$ cat src/rtl/agm_pkg.sv
// Shared types and constants for the application-to-group map table.
// No dependencies; imported by every module of the block.
`timescale 1ns / 1ps
`default_nettype none

package agm_pkg;

    localparam int ENTRIES = 256;
    localparam int IDX_W   = (ENTRIES > 1) ? $clog2(ENTRIES) : 1;
    localparam int CNT_W   = $clog2(ENTRIES + 1);
    localparam int DATA_W  = 32;

    // operation codes
    localparam logic FN_LOOKUP = 1'b0;
    localparam logic FN_SET    = 1'b1;

    // result status codes
    localparam logic [1:0] ST_DONE  = 2'd0;
    localparam logic [1:0] ST_ADDED = 2'd1;
    localparam logic [1:0] ST_FULL  = 2'd2;
    localparam logic [1:0] ST_ZERO  = 2'd3;

    typedef enum logic [1:0] {
        S_IDLE,
        S_SCAN,
        S_FINISH
    } state_t;

    typedef struct packed {
        logic load;     // capture request, restart scan
        logic scan;     // step the search
        logic finish;   // update table, load result register
    } cmd_t;

    typedef struct packed {
        logic match;    // compared entry equals request id
        logic scan_end; // all filled entries compared, no hit
        logic out_busy; // result register full and stalled
    } sts_t;

endpackage

`default_nettype wire

$ cat src/rtl/agm_ctrl.sv
// Controller state machine for the map table: sequences load, scan, finish.
// Depends on agm_pkg.
`timescale 1ns / 1ps
`default_nettype none

module agm_ctrl (
    input  wire           clk,
    input  wire           rst_n,
    input  wire           in_valid,
    output logic          in_stall,
    input  agm_pkg::sts_t sts,
    output agm_pkg::cmd_t cmd
);
    import agm_pkg::*;

    state_t state_reg;
    state_t state_next;

    always_ff @(posedge clk or negedge rst_n)
    begin
        if (!rst_n)
        begin
            state_reg <= S_IDLE;
        end
        else
        begin
            state_reg <= state_next;
        end
    end

    always_comb
    begin
        state_next = state_reg;
        cmd        = '0;
        in_stall   = 1'b1;
        case (state_reg)
            S_IDLE:
            begin
                in_stall = 1'b0;
                if (in_valid)
                begin
                    cmd.load   = 1'b1;
                    state_next = S_SCAN;
                end
            end
            S_SCAN:
            begin
                cmd.scan = 1'b1;
                if (sts.match || sts.scan_end)
                begin
                    state_next = S_FINISH;
                end
            end
            S_FINISH:
            begin
                if (!sts.out_busy)
                begin
                    cmd.finish = 1'b1;
                    state_next = S_IDLE;
                end
            end
            default:
            begin
                state_next = S_IDLE;
            end
        endcase
    end

endmodule

`default_nettype wire

$ cat config.mk
export PLATFORM = sky130hd
export DESIGN_NAME = agm_ctrl
export DESIGN_NICKNAME = d
export VERILOG_FILES = /design/src/rtl/agm_pkg.sv /design/src/rtl/agm_ctrl.sv
export SDC_FILE = /design/constraint.sdc
export NUM_CORES = 1
export LEC_CHECK = 0
export BUFFER_PORTS_ARGS = -buffer_cell sky130_fd_sc_hd__clkbuf_2
export CAP_MARGIN = 20
export CORE_AREA = 2 2 39 41
export DETAILED_ROUTE_END_ITERATION = 6
export DIE_AREA = 0 0 41 43
export GPL_ROUTABILITY_DRIVEN = 0
export SYNTH_ARGS = -nofsm -noshare
export SYNTH_HDL_FRONTEND = slang
export SYNTH_SLANG_ARGS = --single-unit
export TNS_END_PERCENT = 100
$ cat constraint.sdc
create_clock -name clk -period 1.21 [get_ports clk]
set_clock_uncertainty 0.05 [all_clocks]
set_input_delay 0.242 -clock clk [delete_from_list [all_inputs] [get_ports clk]]
set_output_delay 0.242 -clock clk [all_outputs]
set_load 0.05 [all_outputs]
**Yosys cells after proc, flatten, opt, wreduce, memory -nomap -nowiden**

Index checks and enable logic that the tools add are counted.

- Memories: 0
- RAM bits: 0
- Output and inout port bits: 4
- Register bits after elaboration: 2
- ROM bits: 0
- Bits in latches: 0

- Div/mod/pow operators: 0
- $lt $le $gt $ge: 0
- Multipliers: 0
- Reduce and logical (&&, ||, !) cells: 3
- Shift operators: 0
- Equality and inequality tests: 5
- Muxes and demuxes: 10
- Bitwise operators: 0
- $add $sub $neg: 0

Operators with widths:

| kind | number |
|---|---|
| 1-bit two-way mux | 6 |
| 2-bit two-way mux | 3 |
| 2-bit inequality test (second input constant) | 3 |
| 2-bit case mux with 3 select lines | 1 |
| 3-bit AND reduction | 1 |
| 2-bit by 1-bit == test with 1-bit output (second input constant) | 1 |
| 2-bit == test (second input constant) | 1 |
| 2-bit zero test | 1 |
| 1-bit logical OR | 1 |

**Longest topological paths before layout**

- Depth after elaboration: 3
- Depth in mapped cells: 3

**Worst setup path before layout**

No wires, ideal clock.

- Path type: register to output
- Start: register state_reg[0]
- End: output cmd[0] (netlist bit)
- Arrival: 1.593 ns
- Slack: -0.675 ns
- Buffers on the path: 0
- Cell stages (with the launch flop): 2
- Path through: dfrtp_1 nor3b_1

RTL lines:

| element | line | RTL |
|---|---|---|
| start, declared | agm_ctrl.sv:16 | `state_t state_reg;` |
| start signal, assigned | agm_ctrl.sv:27 | `state_reg <= state_next;` |
| end, declared | agm_ctrl.sv:12 | `output agm_pkg::cmd_t cmd` |

**Worst setup path after layout**

- Start: register state_reg[0]
- End: output in_stall

- Cells in the longest elaborated chain, start to end: 2

Ends and longest elaborated chain:

| element | line | RTL |
|---|---|---|
| 2-bit zero test | agm_ctrl.sv:36 | `case (state_reg)` |
| 1-bit two-way mux | agm_ctrl.sv:36 |  |
| end, declared | agm_ctrl.sv:10 | `output logic in_stall,` |

No other way between the ends.

==> flow_summary.ini <==
[critical_path]
r2r-start = state_reg[0]
path_max_fanout = 5
rr_endpoint = state_reg[0]
start_kind = flip-flop
reg2reg_setup_slack_ps = 190
cp.arrival_ps = 1110
reg2regPathDepth = 3
setup.worst_path.end_class = primary output
path_class = reg2out
worst_ep_required_time_ps = 920

[die]
die-area_um2 = 1763
num_rows = 14
initial_core_util_pct = 8.499
core_um2 = 1384
dieWidth_um = 41
die_h_um = 43
num_io_pins = 10

[route]
wl_um = 339
drt-pass1-iter-count = 2
antenna_left = 0
drt_iter0_markers = 1
post_drt_via_cell_ratio = 3.071
drc = 0
wl_per_cell_um = 8.071
vias = 129

[outcome]
violations = setup timing
status = finished, violations left

[pwr]
switching_share_pct = 41.85
leakagePower_nw = 0.1432
peakVddDrop_v = 0.0004214
pwr-share-clk_pct = 18.5
p_sw_mw = 0.3743
p_comb_share_pct = 64.0
p_int_mw = 0.5200
p_per_area_nw_per_um2 = 2966
seqPwrFrac_pct = 17.5

[grt]
antenna_found_initial = 0
grt_pass1_vias = 145
grt.total_usage_pct = 5.427
grt.overflow.total = 0
grt_pass1_wl_um = 538
grt_max_degree = 6

[layout]
nNetsFinal = 33
mostFrequentLayoutCells = clkbuf_2 (5), clkbuf_4 (3)
syn2layout_area_growth_pct = 156.4
antennaDiodeCount = 0
largest_reg_flops = 2
final_layout_size_suffix_gt1_share_pct = 76.92
final_common_cell = clkbuf_2
instances_no_fill = 42
fillers = 160
postLayoutCellArea_um2 = 301.5

[clock_network]
cts.clk_slew.worst_paths_ps = 40
cts_buffers = 3
insertion_delay_ps = 230
cts.sinks = 2
clockBufferDepth = 2
cts-root-buf = clkbuf_4
post_cts.repair.setup_buffers = 0
ctsHtreeMaxLevel = 1
cts_tree = done

[run]
drv_cap = 0

[timing]
tightestPinTransition_ps = 205.3
finalHoldViolations = 0
fmax_mhz = 713.6
setup_viol = 4
rsz0062_at_grt = yes
min_period_ps = 1401
maxSlewHeadroom_pct = 86.30
fin_crit_sh_pct = 115.8
setup_slack_ps = -191.4
tns_ps = -678.8
drv_slew = 0

[logic_synthesis]
yosysWarnings = 0
netlist.area_leader.share_pct = 42.55
syn_area_per_cell_um2 = 9.801
synth_fp_nets = 18
yosys_register_bits = 2
syn_inst = 12
yosysTopAreaCell = dfrtp_1
seq_area_frac_synth_pct = 42.55
netlist_area_um2 = 117.6
ys_types = 11
synthTopCellsByArea = dfrtp_1 (43%), nor3b_2 (11%), nand2b_2 (7.4%)

[placed_design]
dp_cells = 37
post-place-ws_ps = -65.95
io_buffers = 9
placed_cell_area_um2 = 201.4

[min_path]
min_path_type = in2async
## metrics by stage
stage          hold WS (ps)  utilization (%)  power [mW]
6_report              271.0            21.79      0.8943
5_1_grt               280.3            21.79      0.9415
4_1_cts               271.7            21.52      0.8865
3_5_place_dp         -19.93            14.56      0.5282
3_3_place_gp         -21.81            14.56      0.5255
2_1_floorplan        -103.6                -      0.4625
## routing by layer
metal	vias up	global-route usage [%]	part of all wire (%)
met4	0	8.000	0
met1	58	4.516	34
li1	66	-	-
met3	0	3.141	5.9
met5	-	0	0
met2	5	6.875	60
## power groups by stage
stage	combinational [mW]	clock, mW	sequential [mW]
finish	0.573	0.165	0.156
global route	0.598	0.182	0.162
global placement	0.375	0	0.151
floorplan	0.318	0	0.145
detailed placement	0.377	0	0.151
CTS	0.560	0.175	0.152
## critical path: stages, from the launching register on
cell	delay [ps]
dfrtp_2	450
or2_4	260
clkbuf_16	170
## how the worst max path moves through the flow
stage / startpoint / slack [ps] / cells past startpoint / end
2_1_floorplan: state_reg[0] / -30 / 1 / cmd[2]
3_3_place_gp: state_reg[0] / -60 / 2 / in_stall
3_5_place_dp: state_reg[0] / -70 / 2 / in_stall
4_1_cts: state_reg[0] / -200 / 2 / cmd[2]
5_1_grt: state_reg[0] / -240 / 2 / cmd[2]
6_report: state_reg[0] / -190 / 2 / in_stall
## timing repair
item	4_1_cts	5_1_grt
gates resized for setup	11	3
setup endpoints to repair	4	4
endpoints found under the hold margin	2	0
hold buffers	1	0
pin swaps	2	0
## synth_stat cells (all sizes together)
cell    count
buf         1
nor2        1
or2         1
dfrtp       2
inv         1
nand2       1
a21o        1
nor3b       2
nand2b      1
o22ai       1
## cell type report
class	count	area [um^2]	area share, %
sequential	2	52.55	17.43
timing repair buffer	11	122.6	40.66
inverter	1	3.754	1.245
tap	16	20.02	6.639
multi-input combinational	8	76.32	25.31
clock buffer	4	26.28	8.714
## cells by family after synthesis
logic type,share of synthesized area [%]
and+or+nand+nor,36.17
DFF,42.55
AOI/OAI and AO/OA,11.71
buffers and inverters,9.574
Power figures use the tool's default switching activity.
